**config.mk**
```make
export PLATFORM = sky130hd
export DESIGN_NAME = lirl_cell
export DESIGN_NICKNAME = d
export VERILOG_FILES = /design/src/lirl_cell.sv
export SDC_FILE = /design/constraint.sdc
export NUM_CORES = 1
export LEC_CHECK = 0
export ABC_CLOCK_PERIOD_IN_PS = 3400
export BUFFER_PORTS_ARGS = -buffer_cell sky130_fd_sc_hd__buf_2
export CAP_MARGIN = 0
export CORE_UTILIZATION = 54
export CTS_BUF_LIST = sky130_fd_sc_hd__clkbuf_4 sky130_fd_sc_hd__clkbuf_8
export CTS_CLUSTER_DIAMETER = 30
export DETAILED_ROUTE_END_ITERATION = 6
export PLACE_DENSITY = 0.91
export SLEW_MARGIN = 20
export SYNTH_ARGS = -nofsm -noshare
export SYNTH_HDL_FRONTEND = slang
export SYNTH_SLANG_ARGS = --single-unit
export TNS_END_PERCENT = 30
```
**constraint.sdc**
```tcl
create_clock -name clk -period 3.4 [get_ports clk]
set_input_delay 0.34 -clock clk [delete_from_list [all_inputs] [get_ports clk]]
set_output_delay 0.34 -clock clk [all_outputs]
set_load 0.02 [all_outputs]
```
**src/lirl_cell.sv**
```systemverilog
// One cell of the tail chain: holds the smallest tail for one run length and
// forwards values that are larger than its tail. No package dependency.
module lirl_cell #(
    parameter int VALUE_BITS = 16,
    parameter int CNT_W      = 11,
    parameter int IDX        = 0
) (
    input  logic                  clk,
    input  logic                  rst_n,
    input  logic                  in_valid,
    input  logic [VALUE_BITS-1:0] in_value,
    input  logic [CNT_W-1:0]      fill,
    output logic                  pass_valid,
    output logic [VALUE_BITS-1:0] pass_value,
    output logic                  append
);

    logic                  slot_vld_reg;
    logic [VALUE_BITS-1:0] slot_val_reg;
    logic [VALUE_BITS-1:0] tail_reg;
    logic                  is_open;
    logic                  tail_ge;

    // cells at or beyond the fill count hold no tail yet
    assign is_open = (CNT_W'(IDX) >= fill);
    assign tail_ge = (tail_reg >= slot_val_reg);

    assign pass_valid = slot_vld_reg && !is_open && !tail_ge;
    assign pass_value = slot_val_reg;
    assign append     = slot_vld_reg && is_open;

    always_ff @(posedge clk or negedge rst_n)
    begin
        if (!rst_n)
        begin
            slot_vld_reg <= 1'b0;
        end
        else
        begin
            slot_vld_reg <= in_valid;
        end
    end

    always_ff @(posedge clk)
    begin
        slot_val_reg <= in_value;
        if (slot_vld_reg && (is_open || tail_ge))
        begin
            tail_reg <= slot_val_reg;
        end
    end

endmodule

```
Yosys cells after proc, flatten, opt, wreduce, memory -nomap -nowiden:

Cells that the tools add are included.

* magnitude comparators: 2
* reductions and logical operators: 7

Operators by type and width (number)
* $ge A16 B16 Y1: 1
* $ge A1 B11 Y1 const A: 1
* $logic_and A1 B1 Y1: 4
* $logic_not A1 Y1: 2
* $logic_or A1 B1 Y1: 1

* flip-flop bits (word level): 33
* input bits: 30
* output and inout port bits: 18

Longest topological paths before layout:

Gate-level depths: netlist of the first run.

* depth in word-level cells: 4
* depth in mapped cells: 7
* mapped depth without buffers: 7

Worst setup path after synthesis of the first run:

No wires, ideal clock.

* kind: register -> register
* from: register slot_val_reg[13] (netlist: pass_value[13])
* to: register tail_reg[0] (enable)
* library setup time: 374 ps
* data arrival time: 1806 ps
* data required time: 3026 ps
* setup slack: 1220 ps
* cell stages (with the launch flop): 7
* path buffers: 0
* path through: dfxtp_1 inv_1 ha_1 and4_2 o2111ai_1 o21ai_2 and2_1

* word-level cells in the longest chain between the ends: 3

Ends and longest elaborated chain
* from (decl): line 19 `logic [VALUE_BITS-1:0] slot_val_reg;`
* from (signal assigned): line 46 `slot_val_reg <= in_value;`
* $ge A16 B16 Y1: line 26 `assign tail_ge = (tail_reg >= slot_val_reg);`
* $logic_or A1 B1 Y1: line 47 `if (slot_vld_reg && (is_open || tail_ge))`
* $logic_and A1 B1 Y1: line 47
* to (signal assigned): line 49 `tail_reg <= slot_val_reg;`
* to (decl): line 20 `logic [VALUE_BITS-1:0] tail_reg;`

Every way passes these cells.
A chain may end at the register's enable or synchronous reset.

Worst setup path after layout of the first run:

* from: register slot_val_reg[13] (netlist: pass_value[13])
* to: output port pass_valid

* word-level cells in the longest chain between the ends: 3

Ends and longest elaborated chain
* $ge A16 B16 Y1: line 26
* $logic_not A1 Y1: line 28 `assign pass_valid = slot_vld_reg && !is_open && !tail_ge;`
* $logic_and A1 B1 Y1: line 28
* to (decl): line 13 `output logic pass_valid,`

Every way passes these cells.

==> results of run 1 <==
-- timing repair --
action                    in CTS  in global routing
hold buffers                   1                  0
hold endpoints to repair       1                  0
gates resized for setup        0                  0
-- kinds of logic (layout without fill, tap and decap cells) --
| kind of cell | count (synthesis) | count (layout) | synth area share (%) |
|---|---|---|---|
| flip-flops | 33 | 33 | 62.9 |
| AND/OR/NAND/NOR | 15 | 15 | 6.58 |
| adder cells (fa/ha/maj) | 16 | 16 | 15.3 |
| buffers and inverters | 17 | 73 | 4.86 |
| AO/OA/AOI/OAI | 15 | 15 | 10.4 |
-- cell usage in the layout (no fill, tap or decap), types with 2 or more instances in the layout --
cell      count
and2_1        2
clkbuf_8      2
a21oi_1       2
buf_2        47
nand2_1       3
clkbuf_4      5
nor4_1        2
ha_1         16
nor2_1        4
inv_1        17
edfxtp_1     16
o21ai_0       3
o21ai_2       2
o21a_1        2
dfxtp_1      16
-- cells in the mapped netlist --
cell	instances	share of area, %
a21oi_1	2	0.76
a2111oi_4	1	2.1
a211oi_2	1	0.95
and3_1	1	0.48
o2111ai_1	1	0.67
nor2_1	4	1.1
o21ai_2	2	1.3
nand2b_4	1	1.0
o21ai_0	3	1.1
ha_1	16	15
nor4_1	2	0.95
o21a_1	2	1.1
and4_2	1	0.76
a211oi_1	1	0.57
nor3_1	1	0.38
edfxtp_1	16	37
inv_1	17	4.9
dfrtp_1	1	1.9
a2111oi_2	1	1.1
and2_1	2	0.95
nand2_1	3	0.86
dfxtp_1	16	24
a21o_1	1	0.57
-- layer usage --
| layer | GRT usage [%] | up-vias | part of all wire (%) |
|---|---|---|---|
| li1 | - | 446 | - |
| met1 | 20.0 | 412 | 36 |
| met2 | 41.4 | 36 | 56 |
| met3 | 8.04 | 10 | 5.1 |
| met4 | 10.8 | 0 | 3.4 |
| met5 | 0 | - | 0 |
-- worst max-delay path: stages (launching register included) --
cell       delay, ns
dfxtp_1         0.35
inv_1           0.06
ha_1            0.31
a211oi_2        0.23
nor2_1          0.10
a2111oi_4       0.35
o21ai_2         0.10
nor2_1          0.12
buf_2           0.18
-- cell type report --
type	count	area [µm²]
flip-flops and latches	33	826
fillers	166	592
multi-input cells	46	423
repair buffers	48	245
clock buffers	7	65.1
inverters	17	63.8
well taps	28	35.0
clock inverters	1	5.00
-- through the flow --
step / utilization, % / power (mW) / cell area, µm² / hold slack, ns
2_1_floorplan: - / 0.521 / 1310 / 0.0444
5_1_grt: 73.8 / 0.835 / 1660 / 0.0808
3_3_place_gp: 70.2 / 0.555 / 1580 / 0.115
4_1_cts: 73.8 / 0.807 / 1660 / 0.0841
6_report: 73.8 / 0.796 / 1660 / 0.103
3_5_place_dp: 70.2 / 0.563 / 1580 / 0.118
-- power breakdown --
part           internal, mW  total (mW)  switching [mW]
registers             0.441       0.452          0.0114
logic                0.0461       0.103          0.0570
clock network         0.120       0.240           0.121
total                 0.607       0.796           0.189
-- worst paths after layout --
check | to | start | cells past startpoint | slack [ns]
hold reg to reg | tail_reg[13] | pass_value[13] | 0 | 0.46
setup reg to reg | tail_reg[0] | pass_value[13] | 6 | 1.08
hold / removal | pass_value[14] | in_value[14] | 1 | 0.10
setup / recovery | pass_valid | pass_value[13] | 8 | 0.94
max in group asynchronous | slot_vld_reg | rst_n | 2 | 3.03
min in group asynchronous | slot_vld_reg | rst_n | 2 | 0.29
==> results.tsv, run 1 <==
metric	value	unit
Worst Setup Start Kind	flop	
mapped cell area	1310	µm²
CP endpoint kind	output pin	
1st-pass router iterations	4	
initial antenna violation count	0	
Fin. Hold Viols	0	
Post-DP HPWL	1.97	mm
Chip Height	51.3	µm
clk sinks	33	
Max-Slew Margin vs Limit	52.0	%
layout net count	197	
Syn Inst Count	96	
crit path max fanout	3	
row count	17	
Tightest Pin Transition	0.720	ns
Required @ worst endpoint	3.06	ns
Mean Syn Cell Area	13.7	µm²
post-route ant nets	0	
f_max	0.407	GHz
clock skew after layout	0.00135	ns
All-Layer GR Usage	21.8	%
gpl congestion	0.744	
antenna cell count	0	
CTS max path bufs	2	
die area	2630	µm²
Pwr Density	479	nW/µm²
Worst Path Arrival	2.12	ns
vias in the first global route	931	
grt ovf	0	
largest net degree at the start of global routing	17	
via/cell ratio	5.02	
routed wire length	2.48	mm
core area	2250	µm²
Non-Filler Instances	180	
Mapped Nets	142	
Setup Viol. Count Final	0	
worst skew pair latency	0.33	ns
Yosys Warn Count	0	
starting density of the core	58.2	%
number of max-cap violations	0	
sequential-to-total area share from yosys stat	62.9	%
outcome	finished, final reports clean	
Clock transition at path regs	0.09	ns
VDD IR-drop max	0.349	mV
Area Growth Syn to Fin	26.7	%
H-tree levels	2	
WL/cell	13.8	µm
setup_tns	0	ns
final slew viol count	0	
IO buf count	47	
Synth cell types	23	
die width	51.3	µm
Post-Place Cells	171	
first-pass GRT wire length	3.86	mm
Final min period	2.46	ns
layout cells sized above 1	40.8	%
CTS buffer count	5	
postcts setup bufs	0	
Initial DRC Count	5	
CTS root buf	clkbuf_4	
detailed-route via count	904	
RSZ-0062 raised after global routing	no	
period utilisation layout	72.3	%
DRC viols	0	
Setup Crit Path Kind	reg -> out	
Setup WS pre-CTS	1.12	ns
final worst slack	0.943	ns
leak pwr	0.817	nW
HP Class	in -> reg	
CTS tree	yes	
post-synthesis register bit count	33	
num ports	48	
Note: power is estimated with default switching activity, not from simulation.
==> inputs of run 2 (changes only) <==
Settings changed: ABC_CLOCK_PERIOD_IN_PS 3400 to 2040, CORE_UTILIZATION 54 to 45, PLACE_DENSITY 0.91 to 0.82.
Clock period 3.4 ns to 2.04 ns, I/O delays scaled along.
==> results.tsv, run 2 (synthesis results as in run 1) <==
metric	value	unit	change
most frequent cells in the layout	buf_2, dlygate4sd3_1, inv_1		
period utilisation layout	105	%	
post-route ant nets	0		unchanged
Max-Slew Margin vs Limit	74.5	%	+23 points
clk sinks	33		unchanged
failing checks	setup timing		
All-Layer GR Usage	18.3	%	-3.6 points
vias in the first global route	993		+6.7%
starting density of the core	47.6	%	-11 points
detailed-route via count	969		+7.2%
CTS root buf	clkbuf_4		
fin util	72.0	%	-1.7 points
final slew viol count	0		unchanged
Worst Setup Start Kind	flop		
1st-pass router iterations	4		unchanged
Clock transition at path regs	0.10	ns	about the same
worst hold slack	0.163	ns	+0.0597 ns
commonest non-fill, non-tap cell in the layout	buf_2		
Chip Height	56.0	µm	+9.2%
f_max	0.467	GHz	
routed wire length	2.63	mm	+6.1%
initial antenna violation count	0		unchanged
DRC viols	0		unchanged
grt ovf	0		unchanged
first-pass GRT wire length	4.20	mm	+8.8%
Required @ worst endpoint	1.84	ns	-1.22 ns
final worst slack	-0.103	ns	-1.05 ns
core area	2760	µm²	+22%
Setup Crit Path Kind	reg -> out		
VDD IR-drop max	0.945	mV	+170%
Fin. Hold Viols	0		unchanged
H-tree levels	2		unchanged
via/cell ratio	4.73		-5.9%
IO buf count	47		unchanged
row count	19		+2
Worst Path Arrival	1.94	ns	-0.18 ns
Setup Viol. Count Final	8		+8
largest net degree at the start of global routing	17		unchanged
die width	56.0	µm	+9.2%
layout cells sized above 1	48.3	%	+7.5 points
Tightest Pin Transition	0.382	ns	-0.338 ns
CTS tree	yes		
Final min period	2.14	ns	
crit path max fanout	2		-1
CTS buffer count	5		unchanged
Area Growth Syn to Fin	51.3	%	
RSZ-0062 raised after global routing	yes		
num ports	48		unchanged
worst skew pair latency	0.33	ns	about the same
die area	3140	µm²	+19%
HP Class	in -> async		
Pwr Density	751	nW/µm²	+57%
antenna cell count	0		unchanged
leak pwr	0.920	nW	+13%
setup_tns	-0.119	ns	-0.119 ns
CTS max path bufs	2		unchanged
worst reg2reg path startpoint	tail_reg[13]		
gpl congestion	0.687		-7.7%
CP endpoint kind	output pin		
Initial DRC Count	31		+26
outcome	finished, violations left		
WL/cell	12.8	µm	-6.9%
Setup WS pre-CTS	0.00102	ns	-1.12 ns
layout net count	219		+11%
number of max-cap violations	0		unchanged
Worst Setup SP	tail_reg[12]		
Post-DP HPWL	1.71	mm	-13%
clock skew after layout	0.0102	ns	+0.00881 ns
run 2: cell types whose count changed in the layout (fill, tap and decap cells not counted), moves of 4 or more:
cell / change
ha_4: +4
dfxtp_1: -8
buf_4: +6
dfxtp_2: +8
dlygate4sd3_1: +17
ha_1: -4
run 2: per-layer routing:
| metal | GRT usage [%] | up-vias | routed length, µm |
|---|---|---|---|
| met5 | 0 | - | 0 |
| met4 | 12.2 | 0 | 46 |
| met3 | 5.58 | 4 | 115 |
| met2 | 30.6 | 25 | 1400 |
| met1 | 19.7 | 451 | 1070 |
| li1 | - | 489 | - |
run 2: what timing repair did:
item	4_1_cts	5_1_grt
hold endpoints to repair	18	0
resized for setup	15	3
buffers inserted	2	3
hold buffers	18	0
cloned	0	0
endpoints found under the setup margin	17	17
pin swaps	9	3
run 2: cell type report:
cell class / count / area [µm²]
sequential: 33 / 836
inverter: 17 / 63.8
multi-input combinational: 46 / 503
clock buffer: 6 / 51.3
fill: 184 / 772
timing repair buffer: 70 / 455
clock inverter: 2 / 37.5
tap: 31 / 38.8
run 2: power by group:
group | internal (mW) | switching (mW) | leakage, nW
Sequential | 0.736 | 0.0187 | 0.295
Clock | 0.291 | 0.214 | 0.0445
Combinational | 0.120 | 0.110 | 0.581
Total | 1.15 | 0.343 | 0.920
run 2: worst paths after layout:
kind                                     end  slack, ns  cells past startpoint
worst max-delay path              pass_valid      -0.10                      6
min in group clk                tail_reg[13]       0.45                      0
worst min-delay path            slot_vld_reg       0.16                      2
max in group asynchronous       slot_vld_reg       1.80                      2
worst max register to register   tail_reg[9]          0                      5
worst min register to register  tail_reg[13]       0.45                      0
run 2: metrics by stage:
step | instance area, µm² | power (mW) | cells
after floorplan | 1320 | 0.869 | 96
after CTS | 1940 | 1.49 | 202
after global routing | 1990 | 1.56 | 205
final | 1990 | 1.49 | 205
after global placement | 1590 | 0.926 | 174
after detailed placement | 1590 | 0.936 | 174
run 2: critical path, stage by stage (launching register included):
cell and delay (ns):
edfxtp_1 0.39, ha_1 0.29, and4_4 0.20, a2111oi_4 0.35, o21ai_2 0.10, nor2_1 0.12, buf_4 0.16
==> inputs of run 3 (changes only) <==
Settings changed: ABC_AREA set to 1, CORE_UTILIZATION 45 to 46, MAX_ROUTING_LAYER set to met4, PLACE_DENSITY 0.82 to 0.83.
==> results.tsv, run 3 <==
metric	value	unit	change
outcome	finished, final reports clean		
routed wire length	2.68	mm	+1.8%
HP Class	in -> async		
EDFF count, synth	16		unchanged
post-route ant nets	0		unchanged
grt ovf	0		unchanged
Fillers	181		-1.6%
Final min period	2.00	ns	-0.140 ns
first-pass GRT wire length	4.20	mm	+0.17%
starting density of the core	48.8	%	+1.2 points
VDD IR-drop max	0.836	mV	-12%
via/cell ratio	4.50		-4.8%
Fin. Hold Viols	0		unchanged
Yosys Warn Count	0		unchanged
CTS tree	yes		
leak pwr	1.00	nW	+8.8%
post-synthesis register bit count	33		unchanged
RSZ-0062 raised after global routing	yes		
vias in the first global route	1080		+8.8%
predominant post-synthesis flop cell	edfxtp_1		
Setup Viol. Count Final	0		-8
Mean Syn Cell Area	10.8	µm²	-21%
Worst Setup Start Kind	flop		
CP endpoint kind	output pin		
gpl congestion	0.806		+17%
detailed-route via count	1048		+8.2%
clock skew after layout	0.0111	ns	+0.000916 ns
post-synth top area cell	edfxtp_1		
Synth area leaders	edfxtp_1, dfxtp_1, ha_1		
Worst Setup SP	pass_value[14]		
Area Growth Syn to Fin	50.2	%	
worst reg2reg setup slack	0.13	ns	+0.13 ns
f_max	0.499	GHz	+7.0%
Syn Inst Count	126		+31%
async set or reset register ratio after synthesis	3.03	%	unchanged
clk sinks	33		unchanged
worst hold slack	0.178	ns	+0.0154 ns
Mapped Nets	172		+21%
Initial DRC Count	30		-3.2%
1st-pass router iterations	3		-1
total power	1.58	mW	+6.1%
initial antenna violation count	0		unchanged
post-synth top area share	35.4	%	-1.2 points
worst reg2reg path startpoint	tail_reg[15]		
period utilisation layout	98.2	%	-6.9 points
num ports	48		unchanged
crit path max fanout	3		+1
DRC viols	0		unchanged
CTS max path bufs	2		unchanged
CTS root buf	clkbuf_4		
layout cells sized above 1	42.6	%	-5.7 points
WL/cell	11.5	µm	-10%
number of max-cap violations	0		unchanged
final slew viol count	0		unchanged
CTS buffer count	5		unchanged
row count	19		unchanged
Setup Crit Path Kind	reg -> out		
mapped cell area	1360	µm²	+3.3%
die width	56.3	µm	+0.53%
Post-DP HPWL	1.87	mm	+9.3%
IO buf count	47		unchanged
Clock transition at path regs	0.10	ns	about the same
Register-to-Register Path Depth	8		+3
core area	2780	µm²	+0.86%
die area	3170	µm²	+1.1%
Required @ worst endpoint	1.84	ns	about the same
layout net count	247		+13%
Post-synth top cells	inv_1, nand2_1, dfxtp_1, edfxtp_1, ha_1		
Pwr Density	777	nW/µm²	+3.5%
reg2reg end	tail_reg[2]		
All-Layer GR Usage	18.2	%	-0.081 points
sequential-to-total area share from yosys stat	60.9	%	-2.0 points
H-tree levels	2		unchanged
Chip Height	56.3	µm	+0.53%
largest net degree at the start of global routing	12		-5
Max-Slew Margin vs Limit	84.4	%	+9.8 points
Worst Path Arrival	1.80	ns	-0.14 ns
antenna cell count	0		unchanged
Tightest Pin Transition	0.234	ns	-0.148 ns
most frequent cells in the layout	buf_2, inv_1, nand2_1		
Synth cell types	16		-30%
commonest non-fill, non-tap cell in the layout	buf_2		
worst skew pair latency	0.33	ns	about the same
[run 3: logic make-up after synthesis]
kind of cell               Yosys count  synth area share [%]
AOI/OAI and AO/OA                    7                  3.87
buffers and inverters               27                  7.47
adders and majority gates           16                  14.8
DFF                                 33                  60.9
and+or+nand+nor                     43                  13.0
[run 3: layer usage]
layer / track usage (%) / vias up / share of wire (%)
met3: 5.76 / 8 / 4.8
met5: - / - / 0
met1: 18.0 / 463 / 41
met2: 32.1 / 33 / 52
met4: 8.71 / 0 / 2.2
li1: - / 544 / -
[run 3: worst max-delay path by stage]
stage | depth (start not counted) | end | slack, ns
finish | 10 | pass_valid | 0.04
global route | 11 | pass_valid | -0.06
CTS | 9 | pass_valid | 0.004
detailed placement | 11 | tail_reg[8] | 0.14
global placement | 11 | tail_reg[10] | 0.22
floorplan | 7 | tail_reg[0] | 0.13
[run 3: final cells by class]
| cell class | instances | area [µm²] | share of cell area [%] |
|---|---|---|---|
| well taps | 31 | 38.8 | 1.90 |
| clock buffers | 5 | 37.5 | 1.84 |
| multi-input cells | 66 | 514 | 25.2 |
| inverters | 27 | 101 | 4.98 |
| clock inverters | 3 | 65.1 | 3.19 |
| repair buffers | 68 | 444 | 21.8 |
| flip-flops and latches | 33 | 836 | 41.0 |
[run 3: timing repair]
item,in CTS,in global routing
setup buffers,0,1
resized for setup,10,14
endpoints found under the setup margin,1,5
pin swaps,0,7
hold buffers,18,0
endpoints found under the hold margin,18,0
[run 3: worst max-delay path: stages, from the launching register on]
cell and delay (ns):
dfxtp_2 0.34, inv_1 0.05, ha_1 0.29, nand2_1 0.08, inv_2 0.05, a21oi_2 0.13
nand2_2 0.07, nor2_4 0.15, nand2_2 0.09, nor2_4 0.11, buf_6 0.12
[run 3: stage by stage]
stage | utilization (%) | cells | TNS, ns | instance area (µm²) | worst slack (ns)
2_1_floorplan | - | 126 | 0 | 1370 | 0.131
5_1_grt | 73.2 | 233 | -0.0637 | 2040 | -0.0637
6_report | 73.2 | 233 | 0 | 2040 | 0.0368
3_3_place_gp | 59.6 | 206 | 0 | 1660 | 0.218
3_5_place_dp | 59.6 | 206 | 0 | 1660 | 0.138
4_1_cts | 70.6 | 232 | 0 | 1960 | 0.00443
[run 3: power breakdown]
part	total (mW)	switching (mW)	internal, mW
Clock	0.587	0.207	0.379
Sequential	0.756	0.0186	0.738
Combinational	0.239	0.123	0.116
